[config.mk]
export PLATFORM = sky130hd
export DESIGN_NAME = lprt_cmp
export DESIGN_NICKNAME = d
export VERILOG_FILES = /design/src/rtl/lprt_pkg.sv /design/src/rtl/lprt_cmp.sv
export SDC_FILE = /design/constraint.sdc
export NUM_CORES = 1
export LEC_CHECK = 0
export ABC_AREA = 1
export BUFFER_PORTS_ARGS = -buffer_cell sky130_fd_sc_hd__buf_2
export CAP_MARGIN = 20
export CORE_MARGIN = 5
export CORE_UTILIZATION = 40
export DETAILED_ROUTE_END_ITERATION = 6
export PLACE_DENSITY = 0.8
export REMOVE_ABC_BUFFERS = 1
export SLEW_MARGIN = 0
export SYNTH_ARGS = -nofsm -noshare
export SYNTH_HDL_FRONTEND = slang
export SYNTH_SLANG_ARGS = --single-unit
[constraint.sdc]
create_clock -name vclk -period 4.2
set_input_delay 0.63 -clock vclk [all_inputs]
set_output_delay 0.63 -clock vclk [all_outputs]
set_load 0.02 [all_outputs]
[src/rtl/lprt_pkg.sv]
// Shared types, constants and helpers for the longest-prefix route table.
package lprt_pkg;

  localparam int unsigned ENTRIES = 64;
  localparam int unsigned IDX_W   = $clog2(ENTRIES);
  localparam int unsigned CNT_W   = $clog2(ENTRIES + 1);

  localparam logic [5:0]  MAX_BITS        = 6'd32;
  localparam logic [7:0]  METRIC_INFINITY = 8'd16;
  localparam logic [3:0]  TUNNEL_RESET    = 4'd15;
  localparam logic [31:0] ADDR_ONES       = 32'hFFFF_FFFF;

  typedef logic [IDX_W-1:0] idx_t;

  typedef enum logic [1:0] {
    OP_LOOKUP = 2'd0,
    OP_ADD    = 2'd1,
    OP_DROP   = 2'd2
  } op_e;

  typedef enum logic [1:0] {
    ST_OK       = 2'd0,
    ST_NO_ROUTE = 2'd1,
    ST_REJECTED = 2'd2,
    ST_FULL     = 2'd3
  } status_e;

  typedef struct packed {
    logic [5:0]  bits;
    logic [31:0] target;
  } key_t;

  typedef struct packed {
    logic [31:0] gateway;
    logic [3:0]  iface;
    logic [7:0]  metric;
    logic        priv;
  } route_t;

  // Table write request from the sequencer
  typedef struct packed {
    logic   wr_en;
    logic   clr_en;
    idx_t   idx;
    key_t   key;
    route_t data;
  } wr_t;

  // Per-entry compare result
  typedef struct packed {
    logic lk_hit;
    logic exact_hit;
  } cmp_t;

  // Network mask for a prefix length of 0 to 32
  function automatic logic [31:0] prefix_mask(logic [5:0] len);
    logic [31:0] m;
    if (len == 6'd0) begin
      m = 32'd0;
    end else begin
      m = ADDR_ONES << (MAX_BITS - len);
    end
    return m;
  endfunction

endpackage

[src/rtl/lprt_cmp.sv]
// Shared compare unit: tests one stored entry against the current request.
module lprt_cmp (
  input  lprt_pkg::key_t   key_i,
  input  lprt_pkg::route_t data_i,
  input  logic             valid_i,
  input  logic [31:0]      addr_i,
  input  logic [5:0]       bits_i,
  input  logic [31:0]      target_i,
  input  logic [3:0]       tunnel_i,
  output lprt_pkg::cmp_t   cmp_o
);
  import lprt_pkg::*;

  logic len_ok;
  logic pfx_ok;
  logic tun_skip;

  // Lookup candidate: prefix covers the address, not a looping tunnel route
  assign len_ok   = (key_i.bits != 6'd0) && (key_i.bits <= MAX_BITS);
  assign pfx_ok   = (addr_i & prefix_mask(key_i.bits)) == key_i.target;
  assign tun_skip = (data_i.iface == tunnel_i) && (data_i.gateway == addr_i);

  assign cmp_o.lk_hit    = valid_i && len_ok && pfx_ok && !tun_skip;
  assign cmp_o.exact_hit = valid_i && (key_i.bits == bits_i) && (key_i.target == target_i);

endmodule

==> flow_metrics.py <==
metrics = {
    "status": {
        "status": "completed",
    },
    "synthesis": {
        "synth_cells": 455,
        "synth.distinct_cells": 30,
        "ys_warn_count": 0,
        "syn_avg_cell_area_um2": 4.991,
        "seq_area_frac_synth_pct": 0,
        "syn_area_um2": 2271,
    },
    "hold_path": {
        "worst_hold_path_type": "in2out",
        "hold-path-endpoint": "cmp_o[0]",
        "holdCritStartpoint": "target_i[17]",
        "whs_path_depth": 5,
    },
    "power_and_ir_drop": {
        "power_switching_uw": 176.9,
        "leakagePower_nw": 1.773,
        "p_comb_share_pct": 100.0,
        "intPower_uw": 126.2,
        "p_per_area_nw_per_um2": 99.44,
        "pwr-share-seq_pct": 0,
        "power.total_uw": 303.1,
        "power.share.clock_pct": 0,
        "switching_share_pct": 58.36,
        "peakVddDrop_mv": 0.05911,
    },
    "layout": {
        "drive_above_1_share_pct": 28.38,
        "post-route-util_pct": 55.35,
        "fin_nets": 763,
        "design.seq.count": 0,
        "syn_to_final_growth_pct": 34.21,
        "clock_buffers": 0,
        "ff_latch_area_um2": 0,
        "final_cell_mix": "nand2_1 (157), buf_2 (151), inv_1 (64)",
        "instances_no_fill": 671,
        "layout_commonest_cell": "nand2_1",
        "n_antenna_cell": 0,
    },
    "route": {
        "num_vias": 3425,
        "drt-total-wl_mm": 9.891,
        "drt_first_pass_iters": 5,
        "drtAntennaViolNets": 0,
        "routedWlPerCell_um": 14.74,
        "via_per_inst": 5.104,
        "dr.first_iter.drc_count": 221,
        "drc": 0,
    },
    "timing": {
        "hold_violations": 0,
        "period_share_pct": 85.91,
        "tightest_slew_ps": 476.7,
        "setup_viol": 0,
        "relSlewSlack_pct": 68.14,
        "grt_setup_unrepaired": "no",
        "min_period_ps": 3608,
        "finalMaxSlewViolations": 0,
        "fmax_mhz": 277.1,
        "tns_ps": 0,
    },
    "clock_network": {
        "postCtsHoldBufs": 0,
        "cts_resized": 0,
        "cts_setup_buffers": 0,
    },
    "placed_design": {
        "placedCellCount": 671,
        "gp_congestion": 0.9445,
        "hpwlAfterDp_mm": 8.554,
        "portBuffers": 151,
    },
    "critical_path": {
        "criticalPathCategory": "in2out",
        "path_max_fanout": 11,
        "cp-start-kind": "input port",
        "worst_ep_arrival_time_ps": 2980,
        "crit_required_ps": 3570,
        "worstSetupEndpointType": "output port",
    },
    "global_route": {
        "gr-total-overflow": 0,
        "grt_pass1_wl_mm": 15.33,
        "grt_pass1_vias": 3292,
        "grt_use_total_pct": 25.61,
        "antenna_found_initial": 0,
        "grt_start_max_net_pins": 24,
    },
    "floorplanning": {
        "coreArea_um2": 5507,
        "start_util_pct": 41.24,
        "die_w_um": 85.35,
        "ios": 160,
        "die_h_um": 85.35,
        "die_area_um2": 7284,
        "std_cell_rows": 27,
    },
    "run": {
        "max_cap_violations": 0,
    },
}
-- power groups by stage --
stage | Combinational [mW] | Clock, mW | Sequential [mW]
after floorplan | 0.159 | 0 | 0
after global placement | 0.293 | 0 | 0
after detailed placement | 0.297 | 0 | 0
after CTS | 0.299 | 0 | 0
after global routing | 0.337 | 0 | 0
final | 0.303 | 0 | 0
-- area by class of cell --
class | count | area, um^2
Timing Repair Buffer | 151 | 755.7
Multi-Input combinational cell | 380 | 1947
Inverter | 68 | 255.2
Tap cell | 72 | 90.09
Fill cell | 600 | 2459
-- how the worst max path moves through the flow --
| stage | start | endpoint | slack [ps] | cells past startpoint |
|---|---|---|---|---|
| floorplan | key_i[33] | cmp_o[1] | 1220 | 16 |
| global placement | key_i[33] | cmp_o[1] | 690 | 18 |
| detailed placement | key_i[33] | cmp_o[1] | 630 | 18 |
| CTS | key_i[33] | cmp_o[1] | 630 | 18 |
| global route | key_i[33] | cmp_o[1] | 310 | 18 |
| finish | key_i[33] | cmp_o[1] | 590 | 18 |
-- layer usage --
layer | GRT usage (%) | part of all wire [%]
met3 | 2.330 | 10
met2 | 45.06 | 47
met1 | 33.86 | 42
met5 | 0 | 0
met4 | 4.892 | 1.6
-- Yosys cell counts, types with 5 or more instances --
cell	n	share of area, %
buf_6	5	2.5
inv_1	64	11
nand2_1	157	26
nand3_1	25	5.5
nand4_1	21	5.8
nor2_1	58	9.6
nor4_1	6	1.7
o21ai_0	18	4.0
o21ai_1	17	3.7
o22ai_1	8	2.2
xnor2_1	26	10
xor2_1	13	5.0
-- logic make-up (layout without fill, tap and decap cells) --
family          Yosys count  count (layout)  share of synthesized area [%]
simple gates            286             286                          55.43
xor+xnor                 39              39                          15.04
fa+ha+maj                 4               4                          2.204
compound gates           51              51                          13.06
buf+inv                  75             219                          14.27
-- metrics by stage --
step	hold slack [ps]	worst slack [ps]	cell area (um^2)
detailed placement	1699	633.2	3048
floorplan	1483	1219	2202
global route	1733	314.1	3048
global placement	1692	691.5	3048
CTS	1703	627.5	3048
finish	1713	591.6	3048
-- worst max-delay path: stages --
cell	delay, ps
buf_2	120
inv_1	170
ha_1	290
inv_1	60
nand2_1	50
nand2_1	240
nor2_2	310
nor2_1	80
nand2_1	90
nand3_1	80
nand2_1	90
nand2_1	60
nor2_1	140
nand2_1	70
nor2_1	100
nand2_1	50
nor2_1	140
buf_2	190
Power figures use the tool's default switching activity.
